<file path="config.mk">
export PLATFORM = sky130hd
export DESIGN_NAME = sbfc_merge
export DESIGN_NICKNAME = d
export VERILOG_FILES = /design/src/rtl/core/sbfc_pkg.sv /design/src/rtl/core/sbfc_merge.sv
export SDC_FILE = /design/constraint.sdc
export NUM_CORES = 1
export LEC_CHECK = 0
export ABC_AREA = 1
export BUFFER_PORTS_ARGS = -buffer_cell sky130_fd_sc_hd__buf_2
export CAP_MARGIN = 5
export CORE_MARGIN = 2
export CORE_UTILIZATION = 49
export DETAILED_ROUTE_END_ITERATION = 8
export PLACE_DENSITY = 0.81
export SLEW_MARGIN = 20
export SYNTH_ARGS = -nofsm -noshare
export SYNTH_HDL_FRONTEND = slang
export SYNTH_SLANG_ARGS = --single-unit
</file>
<file path="constraint.sdc">
create_clock -name vclk -period 10.74
set_input_delay 2.148 -clock vclk [all_inputs]
set_output_delay 2.148 -clock vclk [all_outputs]
set_load 0.005 [all_outputs]
</file>
<file path="src/rtl/core/sbfc_pkg.sv">
package sbfc_pkg;
  localparam int COORD_BITS_DEF = 32;
  localparam int FRAC_BITS_DEF = 16;
  localparam int OUT_FRAC = 16;
  localparam int NUM_AXES = 3;
  localparam int NUM_REGS = 6;
  localparam int ADDR_BITS = 5;

  typedef enum logic [2:0] {
    REG_MIN_X = 3'd0,
    REG_MIN_Y = 3'd1,
    REG_MIN_Z = 3'd2,
    REG_MAX_X = 3'd3,
    REG_MAX_Y = 3'd4,
    REG_MAX_Z = 3'd5
  } reg_idx_t;

  localparam logic [1:0] NORM_ZERO = 2'b00;
  localparam logic [1:0] NORM_POS = 2'b01;
  localparam logic [1:0] NORM_NEG = 2'b11;
endpackage

</file>
<file path="src/rtl/core/sbfc_merge.sv">
// Combine three axis lanes into hit, fraction and normal.
module sbfc_merge import sbfc_pkg::*; #(
  parameter int COORD_BITS = COORD_BITS_DEF,
  parameter int FRAC_BITS = FRAC_BITS_DEF,
  localparam int TW = FRAC_BITS + 5
) (
  input  logic signed [TW-1:0] en [NUM_AXES],
  input  logic signed [TW-1:0] ex [NUM_AXES],
  input  logic [COORD_BITS-1:0] amov [NUM_AXES],
  input  logic apart [NUM_AXES],
  input  logic still [NUM_AXES],
  input  logic pos [NUM_AXES],
  input  logic flat,
  output logic hit,
  output logic [16:0] frac,
  output logic [1:0] nrm [NUM_AXES]
);
  logic signed [TW-1:0] ent, ext, fe;
  logic [1:0] ax;
  logic signed [TW-1:0] ben;
  logic [COORD_BITS-1:0] bmv;
  always_comb begin
    ent = en[0];
    ext = ex[0];
    ax = 2'd0;
    ben = en[0];
    bmv = amov[0];
    for (int k = 1; k < NUM_AXES; k++) begin
      if (en[k] > ent) ent = en[k];
      if (ex[k] < ext) ext = ex[k];
      if (en[k] > ben || (en[k] == ben && amov[k] > bmv)) begin
        ben = en[k];
        bmv = amov[k];
        ax = 2'(k);
      end
    end
    hit = !flat && !(still[0] && still[1] && still[2]) &&
          !apart[0] && !apart[1] && !apart[2] &&
          !(ent > ext) && (ext > 0) && !(ent > TW'(1 << FRAC_BITS));
    fe = ent[TW-1] ? '0 : ent;
    if (FRAC_BITS >= OUT_FRAC) frac = 17'(fe >>> (FRAC_BITS - OUT_FRAC));
    else frac = 17'(fe <<< (OUT_FRAC - FRAC_BITS));
    for (int k = 0; k < NUM_AXES; k++)
      nrm[k] = (hit && ax == 2'(k)) ? (pos[k] ? NORM_NEG : NORM_POS) : NORM_ZERO;
    if (!hit) frac = '0;
  end
endmodule

</file>
; Word-level counts from Yosys, hierarchy flattened
; Cells that the tools add are included.
[word_totals]
output_inout_bits = 24
ff_bits = 0
in_bits = 232
wordCells = 54
[op_classes]
order_cmp = 10
n_mux = 16
reduce_logical = 24
n_eq_ne = 4
[ops]
columns = operator, count
row1 = 21-bit two-way mux, 5
row2 = 21-bit > comparator, 4
row3 = 32-bit > comparator, 2
row4 = 21-bit equality test, 2
row5 = 21-bit < comparator, 2
row6 = 17-bit two-way mux, 2
row7 = 32-bit two-way mux, 1
row8 = "21-bit by 1-bit > comparator with 1-bit output, second input constant", 1
row9 = "21-bit by 18-bit > comparator with 1-bit output, second input constant", 1
row10 = 1-bit logical AND, 14
row11 = 2-bit two-way mux, 7
row12 = 1-bit logical NOT, 7
row13 = "2-bit by 1-bit equality test with 1-bit output, second input constant", 1
row14 = "2-bit equality test, second input constant", 1
row15 = 2-bit logical NOT, 1
row16 = 1-bit logical OR, 2
row17 = 1-bit two-way mux, 1

; Longest topological paths before layout
[logic_depth]
depth_word = 12
mapped_depth = 46
mapped_depth_nobuf = 43

; Worst setup path before layout
; No wires, ideal clock.
[synth_timing]
path_type = in2out
start = input port ex[62] (netlist bit)
end = output port frac[10]
stages = 39
setup_slack_ns = 1.635
n_path_buf = 4
arrival_time_ns = 6.957
required_ns = 8.592
cell_sequence = inv_1 > ha_1 > a21oi_1 > nand2_1 > a21oi_1 > nand4_1 > nand2_1 > buf_2 > buf_2 > nor2_1 > a21oi_1 > ha_1 > a21oi_1 > nor2_1 > a211oi_1 > o221ai_1 > a21oi_1 > nand3_2 > [... 3 more ...] > o21ai_1 > ha_1 > a21oi_1 > o21ai_0 > nand2_1 > nand2_1 > a21oi_1 > o21ai_0 > a21oi_1 > nand2_1 > nand2_1 > nand2_1 > nand2_1 > nand3_1 > nand3_1 > nand3_4 > buf_12 > nor2_4
[synth_via]
elab_chain_len = 10
elab_cells_between_ends = 11
classes_between = order compare (4) / mux (3) / reduce/logical (4)
[synth_rtl]
columns = element, line_no
row1 = from (decl), sbfc_merge.sv:8  ; input logic signed [TW-1:0] ex [NUM_AXES],
row2 = 21-bit < comparator, sbfc_merge.sv:30  ; if (ex[k] < ext) ext = ex[k];
row3 = 21-bit two-way mux *, sbfc_merge.sv:30
row4 = 21-bit < comparator, sbfc_merge.sv:30
row5 = 21-bit two-way mux *, sbfc_merge.sv:30
row6 = 21-bit > comparator, sbfc_merge.sv:39  ; !(ent > ext) && (ext > 0) && !(ent > TW'(1 << FRAC_BITS));
row7 = 1-bit logical NOT, sbfc_merge.sv:39
row8 = 1-bit logical AND, sbfc_merge.sv:38  ; !apart[0] && !apart[1] && !apart[2] &&
row9 = 1-bit logical AND * (2 in series), sbfc_merge.sv:39
row10 = 17-bit two-way mux *, sbfc_merge.sv:45  ; if (!hit) frac = '0;
row11 = to (decl), sbfc_merge.sv:15  ; output logic [16:0] frac,
; Every way passes the cells marked *; elsewhere a longest branch is shown, timed or not.

; Worst setup path in the final report
[layout_timing]
start = input port en[54] (netlist bit)
end = output port frac[3]
[layout_via]
elab_chain_len = 10
elab_cells_between_ends = 13
classes_between = order compare (4) / mux (4) / reduce/logical (5)
[layout_rtl]
columns = element, line_no
row1 = from (decl), sbfc_merge.sv:7  ; input logic signed [TW-1:0] en [NUM_AXES],
row2 = 21-bit > comparator, sbfc_merge.sv:29  ; if (en[k] > ent) ent = en[k];
row3 = 21-bit two-way mux *, sbfc_merge.sv:29
row4 = 21-bit > comparator, sbfc_merge.sv:29
row5 = 21-bit two-way mux *, sbfc_merge.sv:29
row6 = 21-bit > comparator, sbfc_merge.sv:39
row7 = 1-bit logical NOT, sbfc_merge.sv:39
row8 = 1-bit logical AND, sbfc_merge.sv:38
row9 = 1-bit logical AND (2 in series), sbfc_merge.sv:39
row10 = 17-bit two-way mux *, sbfc_merge.sv:45
; Marks and branches as above.

==> impl_metrics.toml <==
[grt]
antenna_found_initial = 1
grt-busiest-layer = "met2"
globalRouteOverflowTotal = 0
grt_max_degree = 46
grt_pass1_vias = 7494
grt_use_met3_pct = 2.81
met2_usage_pct = 51.3
use_met1_pct = 32.5
track_usage_pct = 26.6
grt_pass1_wl_mm = 32.8

[min_path]
hp-class = "input pin to output port"

[synth]
synth_top_area_share_pct = 34.5
syn_inst = 1094
ys_seq_area_share_pct = 0
synth_cell_types = 43
syn_area_um2 = 6780
yosys.area.top_type = "ha_1"
syn_nets = 1513
avgSynthCellArea_um2 = 6.20
yosys_warnings = 0
synthTopCellsByArea = "ha_1 35%, nand2_1 14%, inv_1 8.8%"

[final_layout]
drive_gt1_share_pct = 25.3
final_nets = 1755
final_cell_mix = "259 x nand2_1, 256 x buf_2, 187 x ha_1"
nClkBuffers = 0
fin_util_pct = 61.3
layout_commonest_cell = "nand2_1"
synthToLayoutAreaGrowth_pct = 21.2
ff_latch_area_um2 = 0
numSequentialCells = 0

[route]
drt_iter0_markers = 345
dr_total_vias = 7936
ant_nets = 0
wl_mm = 20.3
drc_errors = 0
post_drt_wl_per_cell_um = 13.4
avgViaCountPerCell = 5.25
first_pass_iters = 5

[place]
io_buffers = 256
hpwl_mm = 18.1
gp_congestion = 0.892

[setup_path]
crit_fanout = 39
cpMostUsedCell = "nand2_1"
cp-start-kind = "input pin"
slowest_stage = "ha_1"
end_kind = "output port"
cp_data_arrival_time_ps = 8050
worst-setup-path-type = "input pin to output port"
slowest_delay_ps = 380
required_ps = 8590

[pwr]
leakage_nw = 4.79
fin_total_pwr_uw = 854
ir_drop_v = 0.0000706
power_density_nw_per_um2 = 104

[timing]
min_period_ps = 10200
fin_crit_sh_pct = 95.0
fmax_mhz = 98.0
fin_hold_ws_ps = 4580
fin_tns_setup_ps = 0
finalHoldViolCount = 0
slew_headroom_pct = 49.0
finalMaxSlewViolations = 0
finalSetupViolCount = 0
tightestPinTransition_ps = 758

[clocking]
cts_hold_buf = 0

[floorplan]
die_x_um = 122
io_pins = 256
initial_utilization_pct = 50.6
fp-row-count = 42
die_area_um2 = 14800
core_area_um2 = 13400
die_h_um = 122

[flow_run]
maxCapViolCount = 0

[outcome]
status = "finished, final reports clean"
[worst max-delay path: cells and delay by family]
| kind | cells | cell delay [ps] |
|---|---|---|
| compound gates | 9 | 1140 |
| xor+xnor | 2 | 430 |
| fa+ha+maj | 3 | 1060 |
| buf+inv | 5 | 690 |
| simple gates | 23 | 2580 |
[cells by family (layout without fill, tap and decap cells)]
group                      Yosys count  in the layout  share of synthesized area (%)
buffers and inverters              189            429                           11.9
and+or+nand+nor                    462            462                           31.7
other                                0              1                              0
xor gates and xnor gates             2              2                          0.369
adders and majority gates          187            187                           34.5
AOI/OAI and AO/OA                  254            254                           21.5
[metrics by stage]
step	instance area [um2]	setup slack (ps)	cells
final	8210	538	1511
after global routing	8210	-30.5	1510
after CTS	8110	225	1503
after detailed placement	8110	247	1503
after global placement	8110	440	1503
after floorplan	6780	1640	1094
[final cells by class]
type               instances  area, um2
diodes                     1       2.50
fillers                 1365       5190
well taps                176        220
inverters                162        611
multi-input cells        905       6000
repair buffers           267       1380
[report_power, final]
| group | leakage [nW] | internal (mW) | switching, mW | total, mW |
|---|---|---|---|---|
| clock | 0.00000634 | 0.0000000124 | 0 | 0.0000000124 |
| sequential | 0 | 0 | 0 | 0 |
| combinational | 4.79 | 0.316 | 0.538 | 0.854 |
[cell usage after synthesis, types with 6 or more instances]
cell type / number
o21ai_2: 19
nand3_2: 6
a211oi_1: 9
o21a_1: 9
inv_1: 159
nand2_2: 10
o221ai_1: 6
clkbuf_1: 12
ha_1: 187
nand4_1: 34
o21ai_1: 22
nor4_1: 9
nor2_1: 71
a21oi_1: 96
nor3_1: 9
nor2_4: 11
nand2_4: 6
nand3_1: 33
nand2_1: 260
o21ai_0: 78
[worst paths after layout]
kind                    from      end  slack [ps]  depth (start not counted)
worst min-delay path  pos[2]   nrm[5]        4580                          4
worst max-delay path  en[54]  frac[3]         540                         42
[routing by layer]
metal  vias up  part of all wire (%)
met3        26                   5.9
met2       227                    50
li1       4214                     -
met1      3467                    43
met5         -                 0.034
met4         2                   1.3
[repair_timing]
action | CTS | global route
buffers inserted | 0 | 7
setup endpoints to repair | 0 | 24
resized for setup | 0 | 8
Note: power is estimated with default switching activity, not from simulation.
